`config.mk`:
```
export PLATFORM = sky130hd
export DESIGN_NAME = edge_interval_manchester_receiver
export DESIGN_NICKNAME = d
export VERILOG_FILES = /design/src/hw/rtl/emr_pkg.sv /design/src/hw/rtl/emr_front.sv /design/src/hw/rtl/emr_cmd_fifo.sv /design/src/hw/rtl/emr_back.sv /design/src/hw/rtl/edge_interval_manchester_receiver.sv
export SDC_FILE = /design/constraint.sdc
export NUM_CORES = 1
export LEC_CHECK = 0
export ABC_AREA = 1
export BUFFER_PORTS_ARGS = -buffer_cell sky130_fd_sc_hd__buf_2
export CELL_PAD_IN_SITES_DETAIL_PLACEMENT = 1
export CELL_PAD_IN_SITES_GLOBAL_PLACEMENT = 2
export CORE_MARGIN = 4
export CORE_UTILIZATION = 35
export DETAILED_ROUTE_END_ITERATION = 10
export PLACE_DENSITY_LB_ADDON = 0.1
export REMOVE_ABC_BUFFERS = 1
export SKIP_LAST_GASP = 1
export SYNTH_ARGS = -nofsm -noshare
export SYNTH_HDL_FRONTEND = slang
export SYNTH_HIERARCHICAL = 1
export SYNTH_SLANG_ARGS = --single-unit
```
`constraint.sdc`:
```
create_clock -name i_clk -period 10.6 [get_ports i_clk]
set_clock_uncertainty 0.05 [all_clocks]
set_input_delay 1.06 -clock i_clk [delete_from_list [all_inputs] [get_ports i_clk]]
set_output_delay 1.06 -clock i_clk [all_outputs]
set_load 0.01 [all_outputs]
```
`src/hw/rtl/emr_pkg.sv`:
```
package emr_pkg;

    localparam int BUF_BYTES  = 16;
    localparam int IDX_W      = $clog2(BUF_BYTES);
    localparam int FIFO_DEPTH = 4;
    localparam int FIFO_PTR_W = $clog2(FIFO_DEPTH);

    localparam int CFG_IDX_W  = 2;
    localparam int CFG_DATA_W = 8;

    localparam logic [CFG_IDX_W-1:0] CFG_NOMINAL   = 2'd0;
    localparam logic [CFG_IDX_W-1:0] CFG_TOLERANCE = 2'd1;
    localparam logic [CFG_IDX_W-1:0] CFG_SYNC_MIN  = 2'd2;

    localparam logic [5:0] NOMINAL_RESET   = 6'd28;
    localparam logic [3:0] TOLERANCE_RESET = 4'd6;
    localparam logic [7:0] SYNC_MIN_RESET  = 8'd8;

    typedef enum logic [1:0] {
        CLS_NONE,
        CLS_1T,
        CLS_2T,
        CLS_3T
    } t_class;

    typedef enum logic {
        CMD_SAMPLE,
        CMD_FLUSH
    } t_cmd_kind;

    typedef struct packed {
        t_cmd_kind        kind;
        logic [IDX_W-1:0] byte_idx;
        logic [2:0]       bit_idx;
        logic             level;
    } t_cmd;

    typedef enum logic [1:0] {
        BK_IDLE,
        BK_WRITE,
        BK_FLUSH
    } t_back_state;

endpackage

```
`src/hw/rtl/emr_front.sv`:
```
module emr_front (
    input  logic                          i_clk,
    input  logic                          i_rst_n,
    input  logic                          i_cfg_we,
    input  logic [emr_pkg::CFG_IDX_W-1:0] i_cfg_index,
    input  logic [emr_pkg::CFG_DATA_W-1:0] i_cfg_wdata,
    input  logic                          i_valid,
    output logic                          o_ready,
    input  logic [7:0]                    i_ticks,
    input  logic                          i_level,
    input  logic                          i_fifo_full,
    output logic                          o_cmd_push,
    output emr_pkg::t_cmd                 o_cmd
);
    import emr_pkg::*;

    logic [5:0]       r_nominal;
    logic [3:0]       r_tolerance;
    logic [7:0]       r_sync_min;

    logic             r_rx_data, n_rx_data;
    logic [7:0]       r_sync_seen, n_sync_seen;
    logic [IDX_W-1:0] r_byte, n_byte;
    logic [2:0]       r_bit, n_bit;
    logic             r_skip, n_skip;

    logic signed [9:0] lo1, lo2, lo3, hi1, hi2, hi3, tk;
    t_class            cls;
    logic              accept, emit, sample, resync, handle;

    // interval windows: n * (nominal -/+ tolerance), lower bound may go negative
    always_comb begin
        lo1 = $signed(10'(r_nominal) - 10'(r_tolerance));
        lo2 = lo1 <<< 1;
        lo3 = lo1 + lo2;
        hi1 = $signed(10'(r_nominal) + 10'(r_tolerance));
        hi2 = hi1 <<< 1;
        hi3 = hi1 + hi2;
        tk  = $signed(10'(i_ticks));
        priority if (tk >= lo1 && tk <= hi1) begin
            cls = CLS_1T;
        end else if (tk >= lo2 && tk <= hi2) begin
            cls = CLS_2T;
        end else if (tk >= lo3 && tk <= hi3) begin
            cls = CLS_3T;
        end else begin
            cls = CLS_NONE;
        end
    end

    assign o_ready = !i_fifo_full;
    assign accept  = i_valid && o_ready;

    always_comb begin
        n_rx_data   = r_rx_data;
        n_sync_seen = r_sync_seen;
        n_byte      = r_byte;
        n_bit       = r_bit;
        n_skip      = r_skip;
        resync      = 1'b0;
        sample      = 1'b0;
        handle      = r_rx_data;

        if (!r_rx_data) begin
            if (cls == CLS_3T) begin
                if (r_sync_seen != 8'hFF) begin
                    n_sync_seen = r_sync_seen + 8'd1;
                end
            end else if (cls == CLS_NONE || r_sync_seen < r_sync_min) begin
                resync = 1'b1;
            end else begin
                n_rx_data = 1'b1;
                handle    = 1'b1;
            end
        end

        if (handle) begin
            if (cls == CLS_1T) begin
                if (r_skip) begin
                    n_skip = 1'b0;
                end else begin
                    sample = 1'b1;
                    n_skip = 1'b1;
                end
            end else if (cls == CLS_2T) begin
                sample = 1'b1;
            end else begin
                resync = 1'b1;
            end
        end

        if (sample) begin
            n_bit = r_bit + 3'd1;
            if (r_bit == 3'd7) begin
                n_byte = (r_byte == IDX_W'(BUF_BYTES - 1)) ? '0 : r_byte + IDX_W'(1);
            end
        end

        if (resync) begin
            n_sync_seen = '0;
            n_byte      = '0;
            n_bit       = '0;
            n_skip      = 1'b0;
            n_rx_data   = 1'b0;
        end

        // a resync with an empty frame flushes nothing
        emit            = sample || (resync && r_byte != '0);
        o_cmd.kind      = sample ? CMD_SAMPLE : CMD_FLUSH;
        o_cmd.byte_idx  = r_byte;
        o_cmd.bit_idx   = r_bit;
        o_cmd.level     = i_level;
        o_cmd_push      = accept && emit;
    end

    always_ff @(posedge i_clk) begin
        if (!i_rst_n) begin
            r_nominal   <= NOMINAL_RESET;
            r_tolerance <= TOLERANCE_RESET;
            r_sync_min  <= SYNC_MIN_RESET;
        end else if (i_cfg_we) begin
            unique case (i_cfg_index)
                CFG_NOMINAL:   r_nominal   <= i_cfg_wdata[5:0];
                CFG_TOLERANCE: r_tolerance <= i_cfg_wdata[3:0];
                CFG_SYNC_MIN:  r_sync_min  <= i_cfg_wdata;
                default: ;
            endcase
        end
    end

    always_ff @(posedge i_clk) begin
        if (!i_rst_n) begin
            r_rx_data   <= 1'b0;
            r_sync_seen <= '0;
            r_byte      <= '0;
            r_bit       <= '0;
            r_skip      <= 1'b0;
        end else if (accept) begin
            r_rx_data   <= n_rx_data;
            r_sync_seen <= n_sync_seen;
            r_byte      <= n_byte;
            r_bit       <= n_bit;
            r_skip      <= n_skip;
        end
    end

endmodule

```
`src/hw/rtl/emr_cmd_fifo.sv`:
```
module emr_cmd_fifo (
    input  logic          i_clk,
    input  logic          i_rst_n,
    input  logic          i_push,
    input  emr_pkg::t_cmd i_cmd,
    output logic          o_full,
    input  logic          i_pop,
    output emr_pkg::t_cmd o_cmd,
    output logic          o_empty
);
    import emr_pkg::*;

    t_cmd                  r_slot [FIFO_DEPTH];
    logic [FIFO_PTR_W-1:0] r_wr_ptr;
    logic [FIFO_PTR_W-1:0] r_rd_ptr;
    logic [FIFO_PTR_W:0]   r_count;
    logic                  do_push, do_pop;

    assign o_full  = (r_count == (FIFO_PTR_W + 1)'(FIFO_DEPTH));
    assign o_empty = (r_count == '0);
    assign o_cmd   = r_slot[r_rd_ptr];
    assign do_push = i_push && !o_full;
    assign do_pop  = i_pop && !o_empty;

    always_ff @(posedge i_clk) begin
        if (do_push) begin
            r_slot[r_wr_ptr] <= i_cmd;
        end
    end

    always_ff @(posedge i_clk) begin
        if (!i_rst_n) begin
            r_wr_ptr <= '0;
            r_rd_ptr <= '0;
            r_count  <= '0;
        end else begin
            if (do_push) begin
                r_wr_ptr <= r_wr_ptr + FIFO_PTR_W'(1);
            end
            if (do_pop) begin
                r_rd_ptr <= r_rd_ptr + FIFO_PTR_W'(1);
            end
            unique case ({do_push, do_pop})
                2'b10:   r_count <= r_count + (FIFO_PTR_W + 1)'(1);
                2'b01:   r_count <= r_count - (FIFO_PTR_W + 1)'(1);
                default: r_count <= r_count;
            endcase
        end
    end

endmodule

```
`src/hw/rtl/emr_back.sv`:
```
module emr_back (
    input  logic          i_clk,
    input  logic          i_rst_n,
    input  logic          i_empty,
    input  emr_pkg::t_cmd i_cmd,
    output logic          o_pop,
    output logic          o_valid,
    input  logic          i_ready,
    output logic [7:0]    o_byte,
    output logic          o_last
);
    import emr_pkg::*;

    t_back_state      r_state, n_state;
    logic [7:0]       r_mem [BUF_BYTES];
    logic [BUF_BYTES-1:0] r_written;
    logic [7:0]       r_rd_data;
    logic             r_rd_written;
    logic             r_rd_pending, n_rd_pending;
    logic [IDX_W-1:0] r_wr_addr, n_wr_addr;
    logic [7:0]       r_wr_mask, n_wr_mask;
    logic [IDX_W:0]   r_issue, n_issue;
    logic [IDX_W-1:0] r_emit, n_emit;
    logic             r_out_valid, n_out_valid;
    logic [7:0]       r_out_data, n_out_data;
    logic             r_out_last, n_out_last;

    logic             can_load, rd_en, wr_en, clear_all, load_last;
    logic [IDX_W-1:0] rd_addr;

    assign can_load = !r_out_valid || i_ready;

    always_comb begin
        n_state      = r_state;
        n_rd_pending = r_rd_pending;
        n_wr_addr    = r_wr_addr;
        n_wr_mask    = r_wr_mask;
        n_issue      = r_issue;
        n_emit       = r_emit;
        n_out_valid  = r_out_valid && !i_ready;
        n_out_data   = r_out_data;
        n_out_last   = r_out_last;
        o_pop        = 1'b0;
        rd_en        = 1'b0;
        rd_addr      = r_issue[IDX_W-1:0];
        wr_en        = 1'b0;
        clear_all    = 1'b0;
        load_last    = (r_emit == IDX_W'(BUF_BYTES - 1));

        unique case (r_state)
            BK_IDLE: begin
                if (!i_empty) begin
                    o_pop = 1'b1;
                    if (i_cmd.kind == CMD_SAMPLE) begin
                        // read-modify-write: fetch the byte now, merge the bit next cycle
                        rd_en     = 1'b1;
                        rd_addr   = i_cmd.byte_idx;
                        n_wr_addr = i_cmd.byte_idx;
                        n_wr_mask = i_cmd.level ? (8'h80 >> i_cmd.bit_idx) : 8'h00;
                        n_state   = BK_WRITE;
                    end else begin
                        n_issue      = '0;
                        n_emit       = '0;
                        n_rd_pending = 1'b0;
                        n_state      = BK_FLUSH;
                    end
                end
            end
            BK_WRITE: begin
                wr_en   = 1'b1;
                n_state = BK_IDLE;
            end
            BK_FLUSH: begin
                if (r_rd_pending && can_load) begin
                    n_out_valid  = 1'b1;
                    n_out_data   = r_rd_written ? r_rd_data : 8'h00;
                    n_out_last   = load_last;
                    n_emit       = r_emit + IDX_W'(1);
                    n_rd_pending = 1'b0;
                    if (load_last) begin
                        clear_all = 1'b1;
                        n_state   = BK_IDLE;
                    end
                end
                // read one byte ahead of the output register
                if (r_issue < (IDX_W + 1)'(BUF_BYTES) && (!r_rd_pending || can_load)) begin
                    rd_en        = 1'b1;
                    n_rd_pending = 1'b1;
                    n_issue      = r_issue + (IDX_W + 1)'(1);
                end
            end
            default: n_state = BK_IDLE;
        endcase
    end

    always_ff @(posedge i_clk) begin
        if (rd_en) begin
            r_rd_data    <= r_mem[rd_addr];
            r_rd_written <= r_written[rd_addr];
        end
        if (wr_en) begin
            r_mem[r_wr_addr] <= (r_rd_written ? r_rd_data : 8'h00) | r_wr_mask;
        end
    end

    always_ff @(posedge i_clk) begin
        r_wr_addr  <= n_wr_addr;
        r_wr_mask  <= n_wr_mask;
        r_out_data <= n_out_data;
        r_out_last <= n_out_last;
        r_issue    <= n_issue;
        r_emit     <= n_emit;
    end

    // entries not written since reset or the last flush read as zero
    always_ff @(posedge i_clk) begin
        if (!i_rst_n || clear_all) begin
            r_written <= '0;
        end else if (wr_en) begin
            r_written[r_wr_addr] <= 1'b1;
        end
    end

    always_ff @(posedge i_clk) begin
        if (!i_rst_n) begin
            r_state      <= BK_IDLE;
            r_rd_pending <= 1'b0;
            r_out_valid  <= 1'b0;
        end else begin
            r_state      <= n_state;
            r_rd_pending <= n_rd_pending;
            r_out_valid  <= n_out_valid;
        end
    end

    assign o_valid = r_out_valid;
    assign o_byte  = r_out_data;
    assign o_last  = r_out_last;

endmodule

```
`src/hw/rtl/edge_interval_manchester_receiver.sv`:
```
// Manchester receiver working on edge intervals. Each transfer on the slave side is one line
// edge: the ticks since the previous edge and the line level after it. An edge is taken
// whenever the four-entry command queue has room; classification and sync/data tracking
// happen at once in the front end. The back end handles each data bit as a read and then a
// merge write on the single-port frame buffer and, on a resync with a non-empty frame, streams
// all sixteen buffer bytes out with tlast on the final one. The buffer reads as zero after
// reset and after each flush, so no clearing pass is needed and edges are taken as soon as
// reset is released.
module edge_interval_manchester_receiver (
    input  logic                           i_clk,
    input  logic                           i_rst_n,
    input  logic                           i_cfg_we,
    input  logic [emr_pkg::CFG_IDX_W-1:0]  i_cfg_index,
    input  logic [emr_pkg::CFG_DATA_W-1:0] i_cfg_wdata,
    input  logic                           i_s_tvalid,
    output logic                           o_s_tready,
    input  logic [15:0]                    i_s_tdata,   // elapsed_ticks[7:0], line_level[8]
    output logic                           o_m_tvalid,
    input  logic                           i_m_tready,
    output logic [7:0]                     o_m_tdata,   // frame_byte[7:0]
    output logic                           o_m_tlast
);
    import emr_pkg::*;

    t_cmd push_cmd, pop_cmd;
    logic cmd_push, cmd_pop, fifo_full, fifo_empty;

    emr_front u_front (
        .i_clk       (i_clk),
        .i_rst_n     (i_rst_n),
        .i_cfg_we    (i_cfg_we),
        .i_cfg_index (i_cfg_index),
        .i_cfg_wdata (i_cfg_wdata),
        .i_valid     (i_s_tvalid),
        .o_ready     (o_s_tready),
        .i_ticks     (i_s_tdata[7:0]),
        .i_level     (i_s_tdata[8]),
        .i_fifo_full (fifo_full),
        .o_cmd_push  (cmd_push),
        .o_cmd       (push_cmd)
    );

    emr_cmd_fifo u_fifo (
        .i_clk   (i_clk),
        .i_rst_n (i_rst_n),
        .i_push  (cmd_push),
        .i_cmd   (push_cmd),
        .o_full  (fifo_full),
        .i_pop   (cmd_pop),
        .o_cmd   (pop_cmd),
        .o_empty (fifo_empty)
    );

    emr_back u_back (
        .i_clk   (i_clk),
        .i_rst_n (i_rst_n),
        .i_empty (fifo_empty),
        .i_cmd   (pop_cmd),
        .o_pop   (cmd_pop),
        .o_valid (o_m_tvalid),
        .i_ready (i_m_tready),
        .o_byte  (o_m_tdata),
        .o_last  (o_m_tlast)
    );

    a_no_push_when_full: assert property (@(posedge i_clk) disable iff (!i_rst_n)
        cmd_push |-> !fifo_full)
        else $error("command pushed into a full queue");

    a_no_pop_when_empty: assert property (@(posedge i_clk) disable iff (!i_rst_n)
        cmd_pop |-> !fifo_empty)
        else $error("command popped from an empty queue");

    a_hold_while_stalled: assert property (@(posedge i_clk) disable iff (!i_rst_n)
        (o_m_tvalid && !i_m_tready) |=>
            (o_m_tvalid && $stable(o_m_tdata) && $stable(o_m_tlast)))
        else $error("output transfer changed while stalled");

    a_idle_after_reset: assert property (@(posedge i_clk)
        $past(!i_rst_n) |-> !o_m_tvalid)
        else $error("output valid just after reset");

endmodule

```
## After elaboration in Yosys (flattened, before gate mapping)

Memories as Yosys holds them, arrays and structs flattened. A register that Yosys moved wholly into a read port is not among the register bits.
Cells that the tools add are included.

| storage, ports and cells | value |
|---|---|
| flip-flop bits (word level) | 93 |
| memory bits (writable) | 164 |
| input port bits | 31 |
| output and inout bits | 11 |
| logic and storage cells | 199 |
| memories | 2 |

| operators by class | value |
|---|---|
| add/subtract/negate cells | 13 |
| order comparisons | 11 |
| equality and inequality tests | 21 |
| shift operators | 1 |
| muxes and demuxes | 76 |
| bitwise gates (word level) | 4 |
| reduce and logical (&&, ||, !) cells | 49 |

Memory list:

| name | words | bits a word | rd ports | clocked after Yosys merged registers in | write ports | line | source |
|---|---|---|---|---|---|---|---|
| u_back.r_mem | 16 | 8 | 1 | 1 | 1 | emr_back.sv:15 | `logic [7:0] r_mem [BUF_BYTES];` |
| u_fifo.r_slot | 4 | 9 | 1 | 1 | 1 | emr_cmd_fifo.sv:13 | `t_cmd r_slot [FIFO_DEPTH];` |

Operators by type and width:

| kind | count |
|---|---|
| $mux W4 | 10 |
| $mux W8 | 5 |
| $mux W1 | 39 |
| $ge A9 B10 Y1 | 3 |
| $le A9 B10 Y1 | 3 |
| $add A10 B10 Y10 | 2 |
| $mux W2 | 9 |
| $or A16 B16 Y16 | 1 |
| $reduce_and A4 Y1 | 4 |
| $reduce_bool A2 Y1 | 8 |
| $mux W5 | 3 |
| $logic_and A1 B1 Y1 | 12 |
| $reduce_and A3 Y1 | 4 |
| $eq A2 B2 Y1 const B | 5 |
| $lt A4 B5 Y1 const B | 2 |
| $pmux W5 S2 | 1 |
| $reduce_and A2 Y1 | 5 |
| $add A4 B1 Y4 const B | 2 |
| $add A8 B1 Y8 const B | 1 |
| $eq A2 B1 Y1 const B | 4 |
| $eq A4 B4 Y1 const B | 2 |
| $lt A8 B8 Y1 | 1 |
| $ne A2 B1 Y1 const B | 4 |
| $ne A8 B8 Y1 const B | 1 |
| other kinds (26) | 44 |

## Depth between registers and ports, before layout

| depth | value |
|---|---|
| depth after elaboration | 21 |
| mapped depth | 37 |
| gate-level depth less buffers | 35 |

## By module

Netlist, hierarchy kept.

Modules (own cells, without submodules):

| module | times used | cells an instance | area each (µm²) | sequential area each (µm²) |
|---|---|---|---|---|
| emr_back | 1 | 802 | 8216.6 | 5415.2 |
| emr_front | 1 | 553 | 3839.9 | 700.7 |
| emr_cmd_fifo | 1 | 156 | 1855.5 | 1261.2 |

## Worst setup path after synthesis

Ideal clock, no wire load.

| timing path | value |
|---|---|
| path type | register -> register |
| start point | register u_front.r_tolerance[0] |
| end point | register u_fifo.r_count[2] |
| library setup time | 0.113 ns |
| data arrival time | 4.835 ns |
| data required time | 10.437 ns |
| slack | 5.603 ns |
| cell stages (with the launch flop) | 34 |
| buffers on the path | 1 |
| clock period less this slack | 4.997 ns |
| cell sequence | dfxtp_1 > ha_1 > inv_1 > fa_1 > o31ai_1 > xor2_1 > inv_1 > ha_1 > nand2_1 > o21a_1 > o21ai_0 > a21oi_1 > xor2_1 > ha_1 > nand2_1 > nor2_1 > a31oi_1 > a21oi_1 > nand3_2 > nand2_2 > buf_6 > nand2_4 > nand2_2 > a41oi_1 > nand2_4 > ha_1 > inv_1 > fa_1 > inv_1 > nand2_1 > nand3_1 > nand2_1 > nand2_1 > nor2_1 |

| on the way | value |
|---|---|
| word-level cells in the longest chain between the ends | 21 |
| elaborated cells on any way between the ends | 41 |
| those cells by class | 4 x add/sub; 6 x order compare; 5 x eq/ne; 16 x mux; 10 x reduce/logical |

Ends and longest elaborated chain:

| what | line | source |
|---|---|---|
| start, declared | emr_front.sv:18 | `logic [3:0] r_tolerance;` |
| start signal, assigned | emr_front.sv:124 | `CFG_TOLERANCE: r_tolerance <= i_cfg_wdata[3:0];` |
| $sub A6 B4 Y7 or $add A6 B4 Y7 (tied branches) | emr_front.sv:33, emr_front.sv:36 |  |
| $add A10 B10 Y10 (on tied branches) | emr_front.sv:35, emr_front.sv:38 |  |
| $ge A9 B10 Y1 or $le A9 B10 Y1 (tied branches) | emr_front.sv:44 | `end else if (tk >= lo3 && tk <= hi3) begin` |
| $logic_and A1 B1 Y1 | emr_front.sv:44 |  |
| $mux W2 | emr_front.sv:44 |  |
| $mux W2 | emr_front.sv:42 | `end else if (tk >= lo2 && tk <= hi2) begin` |
| $mux W2 * | emr_front.sv:40 | `priority if (tk >= lo1 && tk <= hi1) begin` |
| $logic_not A2 Y1 | emr_front.sv:69 | `end else if (cls == CLS_NONE \|\| r_sync_seen < r_sync_min) begin` |
| [6 not listed] | -- |  |
| $mux W1 | emr_front.sv:77 | `if (handle) begin` |
| $logic_and A1 B1 Y1 | emr_front.sv:108 | `emit = sample \|\| (resync && r_byte != '0);` |
| $logic_or A1 B1 Y1 * | emr_front.sv:108 |  |
| $logic_and A1 B1 Y1 * | emr_front.sv:113 | `o_cmd_push = accept && emit;` |
| net cmd_push | edge_interval_manchester_receiver.sv:26 | `logic cmd_push, cmd_pop, fifo_full, fifo_empty;` |
| $logic_and A1 B1 Y1 * | emr_cmd_fifo.sv:22 | `assign do_push = i_push && !o_full;` |
| $eq A2 B1 Y1 or $eq A2 B2 Y1 (tied branches) | emr_cmd_fifo.sv:43 | `unique case ({do_push, do_pop})` |
| $pmux W3 S2 or $reduce_bool A2 Y1 (tied branches) | -- |  |
| end signal, assigned | emr_cmd_fifo.sv:44 | `2'b10: r_count <= r_count + (FIFO_PTR_W + 1)'(1);` |
| end signal, assigned | emr_cmd_fifo.sv:45 | `2'b01: r_count <= r_count - (FIFO_PTR_W + 1)'(1);` |
| end signal, assigned | emr_cmd_fifo.sv:46 | `default: r_count <= r_count;` |
| end, declared | emr_cmd_fifo.sv:16 | `logic [FIFO_PTR_W:0] r_count;` |

The timed path passes the listed nets; every way through them passes the cells marked *.
A chain may end at the register's enable or synchronous reset.

## Final worst setup path

| timing path | value |
|---|---|
| start point | register u_front.r_tolerance[0] |
| end point | memory u_fifo/r_slot[3][7] (netlist bit) (enable) |

| on the way | value |
|---|---|
| word-level cells in the longest chain between the ends | 21 |
| elaborated cells on any way between the ends | 39 |
| those cells by class | 4 x add/sub; 6 x order compare; 3 x eq/ne; 17 x mux; 9 x reduce/logical |

Ends and longest elaborated chain:

| what | line | source |
|---|---|---|
| $sub A6 B4 Y7 or $add A6 B4 Y7 (tied branches) | emr_front.sv:33, emr_front.sv:36 |  |
| $add A10 B10 Y10 (on tied branches) | emr_front.sv:35, emr_front.sv:38 |  |
| $ge A9 B10 Y1 or $le A9 B10 Y1 (tied branches) | emr_front.sv:44 |  |
| $logic_and A1 B1 Y1 | emr_front.sv:44 |  |
| $mux W2 | emr_front.sv:44 |  |
| $mux W2 | emr_front.sv:42 |  |
| $mux W2 * | emr_front.sv:40 |  |
| $logic_not A2 Y1 | emr_front.sv:69 |  |
| [6 not listed] | -- |  |
| $mux W1 | emr_front.sv:77 |  |
| $logic_and A1 B1 Y1 | emr_front.sv:108 |  |
| $logic_or A1 B1 Y1 * | emr_front.sv:108 |  |
| $logic_and A1 B1 Y1 * | emr_front.sv:113 |  |
| net cmd_push | edge_interval_manchester_receiver.sv:26 |  |
| $logic_and A1 B1 Y1 * | emr_cmd_fifo.sv:22 |  |
| $mux W1 * | emr_cmd_fifo.sv:26 | `if (do_push) begin` |
| $mux W1 (implied by the code) * | emr_cmd_fifo.sv:27 | `r_slot[r_wr_ptr] <= i_cmd;` |
| end, declared | emr_cmd_fifo.sv:13 |  |

Marks and branches as above.

==> impl_results.md <==
* Static leakage at 6.59 nW
* Final Slew Violations at 0
* PnR worst setup slack at 4.48 ns
* Post-Syn Area per Cell at 9.21 um2
* Asr flop ratio synth at 0%
* GPL Wtd Cong at 0.748
* Dpl cells at 2034
* Yosys top cell by area: edfxtp_1
* Tightest Pin Transition at 1.24 ns
* Detailed Route WL at 36.5 mm
* Largest net degree at the start of global routing at 47
* Max Fclk at 0.163 GHz
* Dpl ws at 4.40 ns
* Clk sink count at 267
* H-tree depth at 1
* Synth top area share at 43.8%
* Share of layout cells above drive strength 1 at 9.67%
* Hold Violations, Final at 0
* Crit Path Category: reg -> reg
* Fin crit share at 57.8%
* RR Endpoint: u_fifo/r_slot[3][7]$_DFFE_PP_
* Final Total Pwr at 3.93 mW
* Post-synthesis cell area at 0.0139 mm2
* Max-cap violations at 0
* # port buffers at 34
* Main area contributors after synthesis: edfxtp_1 (44%), dfxtp_1 (9.2%), inv_1 (7.1%)
* CTS tree: done
* Post-synth EDFFs at 203
* Critical Path Source Type: register
* DRC errors left at 0
* Row Count at 72
* Die height at 207 um
* Layout Utilization at 39.7%
* CTS Buf Count at 30
* Initial Utilization at 35.7%
* ANT cells at 0
* Detailed Place HPWL at 24.9 mm
* Clk slew on worst S/H paths at 0.06 ns
* Setup TNS at 0 ns
* Worst R2R Start: u_front/r_tolerance[0]$_SDFFE_PN0P_
* Post-route insts no fill at 2090
* Cts repair resizes at 0
* CP max FO at 11
* Vias post-DR at 10175
* Top FF cell, synth: edfxtp_1
* Worst VDD drop at 0.140 mV
* Initial antenna violation count at 0
* Fin crit period at 6.12 ns
* Outcome: finished clean
* Warnings, synthesis at 6
* Unrepaired setup endpoints after global routing: no
* Placement Cell Area at 0.0145 mm2
* Number of global-route vias before repair at 10531
* Grt total ovfl at 0
* Fillers at 4538
* Via-per-instance ratio at 4.87
* Worst Setup SP: u_front/r_tolerance[0]$_SDFFE_PN0P_
* Full die area at 0.0430 mm2
* Worst Path Arrival at 6.25 ns
* DRT iter0 DRCs at 447
* CTS Buffer Depth at 3
* Clk_lat worst skew at 0.57 ns
* Fin area at 0.0155 mm2
* Seq/Total Area, Yosys at 53.0%
* Layout overhead on the synthesized area at 11.4%
* Flop2flop setup slack at 4.48 ns
* Avg WL per Cell at 17.5 um
* Pwr/cell area at 254 mW/mm2
* Core box area at 0.0390 mm2
* IO Pins at 42
* NumNets Final at 1659
* Slew margin rel. at 17.0%
* Crit path to: u_fifo/r_slot[3][7]$_DFFE_PP_
* Gate Count Post-Synth at 1511
* Synth Register Bits at 267
* Worst reg2reg path depth at 24
* Antenna-violating nets left at 0
* Crit. End Element: register
* Setup violators final at 0
* Hold Path Class: reg -> reg
* Pre-Repair DR Iteration Count at 6
* Setup Buffers After CTS at 0
* Hold_buf cts at 0
* Yosys cell types at 49
* All-layer global routing usage at 16.7%
* First-pass GRT wire length at 58.1 mm
* CP required at 10.72 ns
* Clk root buf: clkbuf_16
* Die W at 207 um
* Hold Slack at 0.407 ns
## per-layer routing
metal / wire length [um] / GRT usage (%) / share of wire [%] / up-vias
li1: - / - / - / 5056
met1: 16700 / 22.0 / 46 / 4959
met2: 18100 / 29.5 / 50 / 113
met3: 962 / 2.15 / 2.6 / 47
met4: 770 / 3.65 / 2.1 / 0
met5: 0 / 0 / 0 / -
## final cells by class
| class | instances | area, um2 | share of cell area [%] |
|---|---|---|---|
| Multi-Input combinational cell | 930 | 5240 | 33.8 |
| Timing Repair Buffer | 43 | 238 | 1.53 |
| Tap cell | 518 | 648 | 4.18 |
| Sequential cell | 267 | 7380 | 47.6 |
| Clock inverter | 10 | 71.3 | 0.460 |
| Inverter | 276 | 1040 | 6.72 |
| Clock buffer | 46 | 881 | 5.69 |
## synth_stat cells, types with 2 or more instances
library cell  count
nand3_1         193
nand2_1         263
nor3_1           16
fa_1              5
o21ai_0          50
xnor2_1           8
a21oi_1          67
buf_6             6
buf_2            14
o21a_1            3
o21bai_1          3
o22ai_1           9
ha_1             75
o21ai_1           2
nor2_1          112
nand3b_1         28
inv_1           265
a31oi_1           4
o31ai_1           2
clkbuf_1          5
a211oi_1          2
buf_4            11
nand4_1           7
a21o_1            2
o211ai_1          4
or2_2            11
clkinv_1          2
o21ai_4           2
nor2_2            9
nand3_2           9
dfxtp_1          64
edfxtp_1        203
nand2_2          14
xor2_1           13
nand2_4           7
inv_2             8
## placed cells by master (no fill, tap or decap), drive strengths merged, types with 2 or more instances in the layout
cell type / synthesis / layout
a31oi: 4 / 4
nand3: 203 / 203
o21ai: 54 / 54
nand2: 284 / 284
xnor2: 8 / 8
nor2: 122 / 122
o21a: 3 / 3
xor2: 13 / 13
clkbuf: 7 / 46
o31ai: 2 / 2
nand4: 7 / 7
a21o: 2 / 2
nor3: 16 / 16
buf: 31 / 43
o211ai: 4 / 4
inv: 274 / 274
clkinv: 2 / 12
fa: 5 / 5
ha: 75 / 75
nand3b: 28 / 28
a211oi: 2 / 2
dfxtp: 64 / 64
a21oi: 68 / 68
or2: 11 / 11
o22ai: 9 / 9
edfxtp: 203 / 203
o21bai: 3 / 3
## where the power goes
part	leakage [nW]	total (mW)	internal, mW	switching (mW)
registers	2.36	1.42	1.35	0.0717
logic	3.76	1.52	0.425	1.09
clock network	0.470	0.987	0.571	0.416
total	6.59	3.93	2.35	1.58
## flip-flops by register name (all words and copies together) (netlist names), 4 cells and up, named ones only
register             flops
u_back/o_byte            8
u_back/r_emit            4
u_back/r_issue           5
u_back/r_mem           128
u_back/r_rd_data         8
u_back/r_wr_addr         4
u_back/r_wr_mask         8
u_back/r_written        16
u_fifo/r_slot           36
u_front/r_byte           4
u_front/r_nominal        6
u_front/r_sync_min       8
u_front/r_sync_seen      8
u_front/r_tolerance      4
## worst min-delay path by stage
stage | from | endpoint | depth (start not counted)
final | u_back/r_written[3]$_SDFFE_PP0P_ | u_back/r_written[3]$_SDFFE_PP0P_ | 2
after global routing | u_back/r_written[8]$_SDFFE_PP0P_ | u_back/r_written[8]$_SDFFE_PP0P_ | 2
after CTS | u_back/r_written[3]$_SDFFE_PP0P_ | u_back/r_written[3]$_SDFFE_PP0P_ | 2
after detailed placement | u_back/r_written[8]$_SDFFE_PP0P_ | u_back/r_written[8]$_SDFFE_PP0P_ | 2
after global placement | u_back/r_written[1]$_SDFFE_PP0P_ | u_back/r_written[1]$_SDFFE_PP0P_ | 2
after floorplan | u_back/r_written[5]$_SDFFE_PP0P_ | u_back/r_written[5]$_SDFFE_PP0P_ | 2
## logic make-up (layout without fill, tap and decap cells)
kind of cell	Yosys count	after routing	synth area share [%]
xor gates and xnor gates	21	21	1.32
AOI/OAI and AO/OA	156	156	6.34
adders and majority gates	80	80	7.46
DFF	267	267	53.0
buffers and inverters	314	375	9.34
and+or+nand+nor	673	673	22.5
## critical path: stages, from the launching register on
cell and delay (ns):
dfxtp_1 0.35, ha_1 0.23, inv_1 0.07, fa_1 0.42, o31ai_1 0.39, xor2_1 0.48, inv_1 0.10, ha_1 0.35
a21oi_1 0.15, o21a_1 0.17, o21ai_0 0.10, a21oi_1 0.17, xor2_1 0.18, ha_1 0.27, nand2_1 0.06, nor2_1 0.04
a31oi_1 0.16, a21oi_1 0.15, nand3_2 0.13, nand2_2 0.20, nand2_4 0.14, nand2_2 0.08, a41oi_1 0.40, nand2_4 0.13
nor2_1 0.74
Power figures use the tool's default switching activity.
